File: src/sv/tcgr_pkg.sv
// Shared types and constants of the text console glyph renderer.
// Used by tcgr_ctrl, tcgr_dp and text_console_glyph_renderer; depends on nothing.
package tcgr_pkg;

    localparam int COORD_W     = 12;
    localparam int DIM_W       = 13;
    localparam int COLOR_W     = 32;
    localparam int CODE_W      = 8;
    localparam int GROW_W      = 4;
    localparam int PIX_PER_ROW = 8;
    localparam int STATUS_W    = 2;
    localparam int CFG_IDX_W   = 3;

    localparam logic [COORD_W-1:0] CELL_W = 12'd8;
    localparam logic [DIM_W-1:0]   CELL_W_EXT = 13'd8;
    localparam logic [DIM_W-1:0]   LINE_H_EXT = 13'd16;

    // Character codes with special handling.
    localparam logic [CODE_W-1:0] CH_BS    = 8'h08;
    localparam logic [CODE_W-1:0] CH_TAB   = 8'h09;
    localparam logic [CODE_W-1:0] CH_LF    = 8'h0A;
    localparam logic [CODE_W-1:0] CH_CR    = 8'h0D;
    localparam logic [CODE_W-1:0] CH_SPACE = 8'h20;

    // Result status codes.
    localparam logic [STATUS_W-1:0] ST_PIXEL  = 2'd0;
    localparam logic [STATUS_W-1:0] ST_REJECT = 2'd1;
    localparam logic [STATUS_W-1:0] ST_CTRL   = 2'd2;
    localparam logic [STATUS_W-1:0] ST_LOADED = 2'd3;

    // Configuration register indexes.
    localparam logic [CFG_IDX_W-1:0] CFG_FB_WIDTH     = 3'd0;
    localparam logic [CFG_IDX_W-1:0] CFG_FB_HEIGHT    = 3'd1;
    localparam logic [CFG_IDX_W-1:0] CFG_FG_COLOR     = 3'd2;
    localparam logic [CFG_IDX_W-1:0] CFG_BG_COLOR     = 3'd3;
    localparam logic [CFG_IDX_W-1:0] CFG_FONT_PRESENT = 3'd4;

    localparam logic [DIM_W-1:0] FB_WIDTH_RST  = 13'd1024;
    localparam logic [DIM_W-1:0] FB_HEIGHT_RST = 13'd768;

    // Item classes found by the decoder.
    localparam logic [2:0] CLS_GLYPH  = 3'd0;
    localparam logic [2:0] CLS_TAB    = 3'd1;
    localparam logic [2:0] CLS_LF     = 3'd2;
    localparam logic [2:0] CLS_CR     = 3'd3;
    localparam logic [2:0] CLS_BS     = 3'd4;
    localparam logic [2:0] CLS_LOAD   = 3'd5;
    localparam logic [2:0] CLS_REJECT = 3'd6;

    // Cursor operations.
    localparam logic [2:0] CUR_NONE    = 3'd0;
    localparam logic [2:0] CUR_ADVANCE = 3'd1;
    localparam logic [2:0] CUR_LF      = 3'd2;
    localparam logic [2:0] CUR_CR      = 3'd3;
    localparam logic [2:0] CUR_BS      = 3'd4;

    typedef struct packed {
        logic       accept;
        logic       row_clr;
        logic       emit_pix;
        logic       emit_stat;
        logic       last;
        logic [2:0] cur_op;
    } tcgr_cmd_t;

    typedef struct packed {
        logic [2:0] cls;
        logic       row_last;
        logic       slot_free;
    } tcgr_sts_t;

endpackage

File: src/sv/tcgr_ctrl.sv
// Controller state machine of the glyph renderer: sequences decode, row
// emission, tab expansion and status words. Depends on tcgr_pkg.
module tcgr_ctrl #(
    parameter int TAB_SPACES = 4
) (
    input  logic               clk,
    input  logic               rst_n,
    input  logic               in_valid,
    output logic               in_stall,
    input  tcgr_pkg::tcgr_sts_t sts,
    output tcgr_pkg::tcgr_cmd_t cmd
);

    localparam int TW = (TAB_SPACES > 1) ? $clog2(TAB_SPACES) : 1;
    localparam logic [TW-1:0] TAB_LAST = TW'(TAB_SPACES - 1);

    localparam logic [1:0] S_IDLE   = 2'd0;
    localparam logic [1:0] S_DECODE = 2'd1;
    localparam logic [1:0] S_DRAW   = 2'd2;
    localparam logic [1:0] S_STAT   = 2'd3;

    logic [1:0]    state_reg, state_next;
    logic [TW-1:0] tab_reg, tab_next;

    assign in_stall = (state_reg != S_IDLE);

    always_comb
    begin
        logic more_tabs;
        more_tabs  = (sts.cls == tcgr_pkg::CLS_TAB) && (tab_reg != TAB_LAST);
        state_next = state_reg;
        tab_next   = tab_reg;
        cmd        = '0;
        cmd.cur_op = tcgr_pkg::CUR_NONE;
        unique case (state_reg)
            S_IDLE:
            begin
                if (in_valid)
                begin
                    cmd.accept = 1'b1;
                    state_next = S_DECODE;
                end
            end
            S_DECODE:
            begin
                tab_next = '0;
                unique case (sts.cls)
                    tcgr_pkg::CLS_GLYPH, tcgr_pkg::CLS_TAB: state_next = S_DRAW;
                    tcgr_pkg::CLS_LF:
                    begin
                        cmd.cur_op = tcgr_pkg::CUR_LF;
                        state_next = S_STAT;
                    end
                    tcgr_pkg::CLS_CR:
                    begin
                        cmd.cur_op = tcgr_pkg::CUR_CR;
                        state_next = S_STAT;
                    end
                    tcgr_pkg::CLS_BS:
                    begin
                        cmd.cur_op = tcgr_pkg::CUR_BS;
                        state_next = S_STAT;
                    end
                    default: state_next = S_STAT;
                endcase
            end
            S_DRAW:
            begin
                if (sts.slot_free)
                begin
                    cmd.emit_pix = 1'b1;
                    if (sts.row_last)
                    begin
                        cmd.cur_op  = tcgr_pkg::CUR_ADVANCE;
                        cmd.row_clr = 1'b1;
                        if (more_tabs)
                        begin
                            tab_next = tab_reg + 1'b1;
                        end
                        else
                        begin
                            cmd.last   = 1'b1;
                            state_next = S_IDLE;
                        end
                    end
                end
            end
            S_STAT:
            begin
                if (sts.slot_free)
                begin
                    cmd.emit_stat = 1'b1;
                    cmd.last      = 1'b1;
                    state_next    = S_IDLE;
                end
            end
            default: state_next = S_IDLE;
        endcase
    end

    always_ff @(posedge clk or negedge rst_n)
    begin
        if (!rst_n)
        begin
            state_reg <= S_IDLE;
            tab_reg   <= '0;
        end
        else
        begin
            state_reg <= state_next;
            tab_reg   <= tab_next;
        end
    end

endmodule

File: config.mk
export PLATFORM = sky130hd
export DESIGN_NAME = tcgr_ctrl
export DESIGN_NICKNAME = d
export VERILOG_FILES = /design/src/sv/tcgr_pkg.sv /design/src/sv/tcgr_ctrl.sv
export SDC_FILE = /design/constraint.sdc
export NUM_CORES = 1
export LEC_CHECK = 0
export BUFFER_PORTS_ARGS = -buffer_cell sky130_fd_sc_hd__buf_2
export CAP_MARGIN = 40
export CORE_AREA = 5 5 42 44
export CTS_BUF_LIST = sky130_fd_sc_hd__clkbuf_4 sky130_fd_sc_hd__clkbuf_8 sky130_fd_sc_hd__clkbuf_16
export CTS_CLUSTER_DIAMETER = 40
export DETAILED_ROUTE_END_ITERATION = 7
export DIE_AREA = 0 0 47 49
export PLACE_DENSITY = 0.67
export SLEW_MARGIN = 10
export SYNTH_ARGS = -nofsm -noshare
export SYNTH_HDL_FRONTEND = slang
export SYNTH_SLANG_ARGS = --single-unit
File: constraint.sdc
create_clock -name clk -period 2.8 [get_ports clk]
set_clock_uncertainty 0.1 [all_clocks]
set_input_delay 0.42 -clock clk [delete_from_list [all_inputs] [get_ports clk]]
set_output_delay 0.42 -clock clk [all_outputs]
set_load 0.005 [all_outputs]
# Word-level counts from Yosys, hierarchy flattened
# Cells that the tools add are included.
dict set report totals {
  register_bits 4
  input_bits 8
}
dict set report op_classes {
  add_sub_neg 1
  n_eq_ne 14
  muxes 24
  reduce_logical 8
}
# cell count
set op_table {}
lappend op_table {{$mux W2} 11}
lappend op_table {{$ne A2 B2 Y1 const B} 7}
lappend op_table {{$pmux W3 S3} 1}
lappend op_table {{$mux W4} 2}
lappend op_table {{$pmux W2 S4} 1}
lappend op_table {{$eq A3 B2 Y1 const B} 2}
lappend op_table {{$mux W1} 6}
lappend op_table {{$pmux W3 S2} 1}
lappend op_table {{$reduce_and A5 Y1} 1}
lappend op_table {{$eq A2 B2 Y1 const B} 2}
lappend op_table {{$pmux W2 S2} 1}
lappend op_table {{$reduce_and A4 Y1} 1}
lappend op_table {{$reduce_bool A2 Y1} 2}
lappend op_table {{$eq A3 B1 Y1 const B} 1}
lappend op_table {{$eq A3 B3 Y1 const B} 1}
lappend op_table {{$logic_not A3 Y1} 1}
lappend op_table {{$add A2 B1 Y2 const B} 1}
lappend op_table {{$eq A2 B1 Y1 const B} 1}
lappend op_table {{$logic_not A2 Y1} 1}
lappend op_table {{$pmux W1 S2} 1}
lappend op_table {{$reduce_or A2 Y1} 1}
lappend op_table {{$logic_and A1 B1 Y1} 1}

# Depth between registers and ports, before layout
# Gate-level depths: netlist of run 1.
dict set report depth {
  depth_word 6
  depth_mapped 6
  mapped_depth_nobuf 6
}

# Worst setup path before layout of run 1
# OpenSTA, ideal clock, no wires.
dict set report synth_timing {
  kind {register -> output}
  start {reg tab_reg[0]}
  end {out cmd[3] (netlist name)}
  t_arrival_ps 1305
  t_required_ps 2280
  setup_slack_ps 975
  stages_incl_launch_ff 4
  path_buffers 0
  cell_sequence {dfrtp_1 -> ha_1 -> or4b_1 -> a21o_1}
}
# element line
set synth_lines {}
lappend synth_lines {{from (decl)} tcgr_ctrl.sv:23} ;# logic [TW-1:0] tab_reg, tab_next;
lappend synth_lines {{from (signal assigned)} tcgr_ctrl.sv:111} ;# tab_reg <= tab_next;
lappend synth_lines {{to (decl)} tcgr_ctrl.sv:11} ;# output tcgr_pkg::tcgr_cmd_t cmd

==> qor.txt, run 1 <==
Outcome: complete, no violations
Clock sinks: 4
Largest net degree at the start of global routing: 9
Final Hold Vio Count: 0
Full die area: 2303 µm²
Comb power frac: 0.603
Syn nets: 54
Synth warn: 0
Initial antenna violation count: 0
Final Wtd Congestion: 0.6512
Max Clock Freq: 447.6 MHz
Delay-heaviest family, CP: simple AND/OR/NAND/NOR gates
Max-slew violations: 0
Tcrit/Tclk final: 0.7979
CTS tree: built
Post-route ant nets: 0
Sw Share: 0.3987
Share of cells above drive strength 1: 0.4167
Maximum VDD drop: 0.0003704 V
Final setup vio count: 0
Relative slew slack: 0.7686
Critical Path End Type: primary output
Fillers: 150
Nets: 76
Power per Cell Area: 775.2 nW/µm²
Min Tclk post-route: 2.234 ns
MaxCap Viol Count: 0
Die X: 47 µm
Die height: 49 µm
Via count: 370
WL per Instance: 12.47 µm
CP cell instances: ha_1 > or4b_1 > a21o_1 > buf_2
Seq. cell area: 100.1 µm²
Vias per std cell: 4.868
Max FO, Critical Path: 3
Area taken by multi-input logic gates: 299.0 µm²
Pre-CTS setup slack: 0.8311 ns
Clock power share: 0.179
Leak pwr: 0.2942 nW
RSZ-0062 raised after global routing: no
Number of diodes: 0
Avg Cell Area, Syn: 10.45 µm²
Pint: 0.2566 mW
Post-synth top area share: 0.2395
# IOs: 17
Sequential power share: 0.219
Post-synthesis cell area: 417.9 µm²
GRT Util Overall: 0.1004
DRC errors left: 0
Vias in the first global route: 377
Setup ws final: 0.5657 ns
Syn Inst Count: 40
Required time of the critical path: 2.28 ns
Clk_lat worst skew: 0.25 ns
Core area: 1401 µm²
Post-synthesis register bit count: 4
Cell depth of the worst hold path: 1
Number of cell rows: 14
CTS buffer count: 3
Worst Path Buf+Inv: 1
Slowest-stage cell, CP: or4b_1
Sequential area share after synthesis: 0.2395
PortBufs: 16
DP HPWL: 801.1 µm
Setup Crit Path Kind: flop to primary output
R2R depth: 5
Crit path depth: 4
Crit path launch type: flop
Setup TNS: 0 ns
Clk root buf: clkbuf_4
First-pass GRT wire length: 1642 µm
Initial Util: 0.2982
Synth top area cells: dfrtp_1 24%, ha_1 18%, a2111oi_4 6.6%
Detailed Route WL: 948 µm
Cell accounting for the most synthesized area: dfrtp_1
Switching power: 0.1701 mW
Cell variety after synth: 22
Global route overflow: 0
Area delta synth->final: 31.74%
Delay of the slowest critical-path stage: 0.52 ns
Worst-path clk slew: 0.04 ns
Total number of H-tree levels: 1
Worst-case clock buffer depth: 2
Slew @ Worst Pin: 0.3471 ns
Critical Path AT: 1.71 ns
1st-iter DRT viols: 1
TritonRoute pass-1 iters: 3
Hold WC Path Type: flop to flop
-- logic make-up after synthesis --
group | Yosys count | synth area share
buffers and inverters | 5 | 0.04491
AND/OR/NAND/NOR | 14 | 0.2694
flip-flops | 4 | 0.2395
adder cells (fa/ha/maj) | 6 | 0.1796
AO/OA/AOI/OAI | 9 | 0.2066
multiplexers | 2 | 0.05987
-- cells in the final DEF, fill, tap and decap left out, types with 2 or more instances in the layout --
cell	instances
buf_2	16
ha_1	6
inv_1	5
dfrtp_1	4
nand2_1	3
clkbuf_4	3
and2_1	2
o221ai_1	2
o21ai_1	2
nor2b_1	2
-- final timing paths --
kind | startpoint | endpoint | slack, ns
worst max-delay path | tab_reg[0]$_DFFE_PN0P_ | cmd[3] | 0.57
min in group asynchronous | rst_n | state_reg[0]$_DFFE_PN0P_ | 0.40
worst max register to register | state_reg[0]$_DFFE_PN0P_ | state_reg[1]$_DFFE_PN0P_ | 0.88
max in group asynchronous | rst_n | tab_reg[1]$_DFFE_PN0P_ | 2.07
worst min-delay path | tab_reg[0]$_DFFE_PN0P_ | tab_reg[0]$_DFFE_PN0P_ | 0.38
worst min register to register | tab_reg[0]$_DFFE_PN0P_ | tab_reg[0]$_DFFE_PN0P_ | 0.38
-- per-stage QoR --
step	power [mW]	cell area, µm²	cells	utilization	hold WS, ns
floorplan	0.2786	417.9	40	-	0.02441
global placement	0.3511	518.0	72	0.3696	0.1282
detailed placement	0.3522	518.0	72	0.3696	0.1288
CTS	0.4358	550.5	76	0.3929	0.3853
global route	0.4733	550.5	76	0.3929	0.4243
finish	0.4268	550.5	76	0.3929	0.3838
-- cells in the mapped netlist (all sizes together) --
| cell type | count |
|---|---|
| nor2b | 3 |
| a2111oi | 1 |
| nor3b | 1 |
| and2 | 3 |
| or4b | 1 |
| mux2i | 1 |
| o21ai | 3 |
| a22o | 1 |
| mux2 | 1 |
| ha | 6 |
| o31a | 1 |
| nor4b | 2 |
| o221ai | 2 |
| a21o | 1 |
| dfrtp | 4 |
| nand2 | 3 |
| inv | 5 |
| nand3 | 1 |
-- repair_timing --
item                                   CTS  global route
endpoints found under the hold margin    4             0
buffers inserted                         0             0
hold buffers                             1             0
gates resized for setup                  0             0
setup endpoints to repair                0             0
-- power groups by stage --
stage	logic, mW	clock network (mW)	registers, mW
2_1_floorplan	0.189	0	0.0894
3_3_place_gp	0.257	0	0.0937
3_5_place_dp	0.258	0	0.0945
4_1_cts	0.262	0.0792	0.0945
5_1_grt	0.286	0.0894	0.0974
6_report	0.257	0.0762	0.0934
-- area by class of cell --
cell class / instances / share of cell area
Timing Repair Buffer: 17 / 0.1636
Inverter: 5 / 0.03409
Sequential cell: 4 / 0.1818
Tap cell: 16 / 0.03636
Multi-Input combinational cell: 31 / 0.5432
Clock buffer: 3 / 0.04091
-- per-layer routing --
layer / track usage / vias up / wire [µm]
li1: - / 184 / -
met5: 0 / - / 0
met1: 0.1047 / 170 / 369
met4: 0.05530 / 0 / 23
met2: 0.1606 / 13 / 473
met3: 0.04428 / 3 / 81
No activity file was read; power rests on OpenSTA's default activity.
==> run 2, diff against run 1 <==
PLACE_DENSITY = 0.69   (was 0.67)
clock period = 1.9 ns   (was 2.8 ns; I/O delays follow)
==> run 2 against run 1 <==
The run now ends with setup timing left. Sequential cell count is the same. Hold slack worse by 0.097 ns. Via count up 7.6%. Critical path depth did not move. Utilization increased by 9.2 points. Final area increased by 23%. Combinational power grew 120%. Clock power up 31%. Power grew 92%. Non-clock buffer count rose by 8. First-iteration DRC count rose to 8.0 times the previous value. Largest cell class unchanged. Largest power group unchanged.
==> qor.txt, run 2 (synthesized netlist as in run 1, its figures left out) <==
Total number of H-tree levels: 1 (unchanged)
Placed Area: 540.5 µm² (+4.3%)
TritonRoute pass-1 iters: 3 (unchanged)
CTS tree: built
Pre-CTS setup slack: 0.07808 ns (-0.7530 ns)
GR Layer Usage met1: 0.1217 (+0.01700)
Critical R2R Launch: tab_reg[1]$_DFFE_PN0P_
Final Wtd Congestion: 0.6763 (+3.9%)
GRT met2 Usage: 0.1652 (+0.004525)
Clk_lat worst skew: 0.23 ns (-0.02 ns)
Die height: 49 µm (unchanged)
Initial Util: 0.2982 (unchanged)
Via count: 398 (+7.6%)
Setup ws final: -0.05563 ns (-0.6214 ns)
Global routing's busiest layer: met2
Clock power share: 0.123 (-0.056)
# IOs: 17 (unchanged)
Core area: 1401 µm² (unchanged)
Nets: 84 (+11%)
Slowest-stage cell, CP: or4b_4
Crit path launch type: flop
Final Hold Vio Count: 0 (unchanged)
Clock sinks: 4 (unchanged)
WL per Instance: 11.89 µm (-4.7%)
DRC errors left: 0 (unchanged)
Maximum VDD drop: 0.0007004 V (+89%)
R2R depth: 6 (+1)
First-pass GRT wire length: 1738 µm (+5.8%)
1st-iter DRT viols: 8 (+7)
Initial antenna violation count: 0 (unchanged)
Full die area: 2303 µm² (unchanged)
Most common cell after layout, fill and taps aside: buf_2
Clk root buf: clkbuf_4
RSZ-0062 raised after global routing: yes
Power per Cell Area: 1206 nW/µm² (+56%)
Delay of the slowest critical-path stage: 0.50 ns (-0.02 ns)
Number of diodes: 0 (unchanged)
Share of cells above drive strength 1: 0.6471 (+0.2304)
Most frequent cells in the layout: 15 x buf_2, 9 x buf_4
Worst reg-to-reg setup slack: 0.09 ns (-0.79 ns)
Outcome: finished with violations
Failing checks: setup timing
Slew @ Worst Pin: 0.3459 ns (-0.001209 ns)
Hold WC Path Type: input pin to asynchronous set/reset pin
MaxCap Viol Count: 0 (unchanged)
Leak pwr: 0.3393 nW (+15%)
Number of cell rows: 14 (unchanged)
Max Clock Freq: 511.3 MHz
Required time of the critical path: 1.51 ns (-0.77 ns)
PortBufs: 16 (unchanged)
DP HPWL: 827.2 µm (+3.3%)
Max FO, Critical Path: 3 (unchanged)
Area delta synth->final: 62.57%
Setup Crit Path Kind: flop to primary output
Detailed Route WL: 999 µm (+5.4%)
Design area: 679.4 µm² (+23%)
Largest net degree at the start of global routing: 6 (-3)
Final setup vio count: 1 (+1)
Die X: 47 µm (unchanged)
Critical Path End Type: primary output
CTS buffer count: 3 (unchanged)
Vias per std cell: 4.738 (-2.7%)
Sequential power share: 0.174 (-0.045)
GRT Util Overall: 0.1009 (+0.0004931)
Sw Share: 0.3855 (-0.01318)
CP cell instances: ha_2 > or4b_4 > a21o_1 > buf_2
GRT met3 Usage: 0.04428 (unchanged)
Vias in the first global route: 414 (+9.8%)
Pint: 0.5035 mW (+96%)
Global route overflow: 0 (unchanged)
Worst-path clk slew: 0.04 ns (about the same)
Max-slew violations: 0 (unchanged)
Switching power: 0.3158 mW (+86%)
Worst-case clock buffer depth: 2 (unchanged)
Reg-to-reg endpoint: state_reg[1]$_DFFE_PN0P_
Min Tclk post-route: 1.956 ns
Relative slew slack: 0.7694 (+0.0008070)
Comb power frac: 0.703 (+0.100)
Tcrit/Tclk final: 1.029
Critical Path AT: 1.57 ns (-0.14 ns)
Post-route ant nets: 0 (unchanged)
-- run 2: cell types whose count changed in the layout (fill, tap and decap cells not counted), sizes merged --
cell  previous run  this run
buf             16        24
-- run 2: worst max-delay path: cells and delay by family, from the launching register on --
| kind | cells | cell delay (ns) |
|---|---|---|
| compound gates | 1 | 0.17 |
| fa+ha+maj | 1 | 0.19 |
| buf+inv | 1 | 0.12 |
| flops | 1 | 0.37 |
| simple gates | 1 | 0.50 |
-- run 2: repair_timing --
item / in CTS / in global routing
gates resized for setup: 9 / 7
setup endpoints to repair: 4 / 3
endpoints found under the hold margin: 4 / 0
pin swaps: 3 / 3
hold buffers: 1 / 0
buffers inserted: 2 / 3
-- run 2: final cells by class --
class | instances | area (µm²)
Tap cell | 16 | 20.02
Sequential cell | 4 | 101.3
Timing Repair Buffer | 25 | 152.6
Clock buffer | 3 | 22.52
Inverter | 5 | 21.27
Fill cell | 145 | 721.9
Multi-Input combinational cell | 31 | 361.6
-- run 2: routing by layer --
layer | up-vias | wire, µm
li1 | 201 | -
met1 | 187 | 437
met2 | 10 | 491
met3 | 0 | 71
met4 | 0 | 0
met5 | - | 0
-- run 2: power by group through the flow --
| stage | registers (mW) | logic (mW) | clock network (mW) |
|---|---|---|---|
| 2_1_floorplan | 0.132 | 0.279 | 0 |
| 3_5_place_dp | 0.131 | 0.418 | 0 |
| 4_1_cts | 0.136 | 0.495 | 0.104 |
| 6_report | 0.143 | 0.576 | 0.100 |
| 5_1_grt | 0.146 | 0.641 | 0.114 |
| 3_3_place_gp | 0.131 | 0.412 | 0 |
-- run 2: how the worst max path moves through the flow --
stage / start / endpoint / slack (ns) / cells after the start
2_1_floorplan: state_reg[0]$_DFFE_PN0P_ / state_reg[1]$_DFFE_PN0P_ / 0.10 / 5
3_3_place_gp: tab_reg[0]$_DFFE_PN0P_ / cmd[3] / 0.10 / 4
3_5_place_dp: tab_reg[0]$_DFFE_PN0P_ / cmd[3] / 0.08 / 4
4_1_cts: tab_reg[1]$_DFFE_PN0P_ / cmd[3] / -0.06 / 4
5_1_grt: tab_reg[0]$_DFFE_PN0P_ / cmd[3] / -0.10 / 4
6_report: tab_reg[1]$_DFFE_PN0P_ / cmd[3] / -0.06 / 4
-- run 2: metrics by stage --
| stage | std cells | hold slack [ns] | TNS (ns) | power (mW) | utilization |
|---|---|---|---|---|---|
| after detailed placement | 75 | -0.006912 | 0 | 0.5494 | 0.3857 |
| after global routing | 84 | 0.3084 | -0.1721 | 0.8998 | 0.4848 |
| final | 84 | 0.2872 | -0.05563 | 0.8193 | 0.4848 |
| after global placement | 75 | -0.008657 | 0 | 0.5428 | 0.3857 |
| after CTS | 81 | 0.2907 | -0.06249 | 0.7349 | 0.4482 |
| after floorplan | 40 | -0.1106 | 0 | 0.4105 | - |
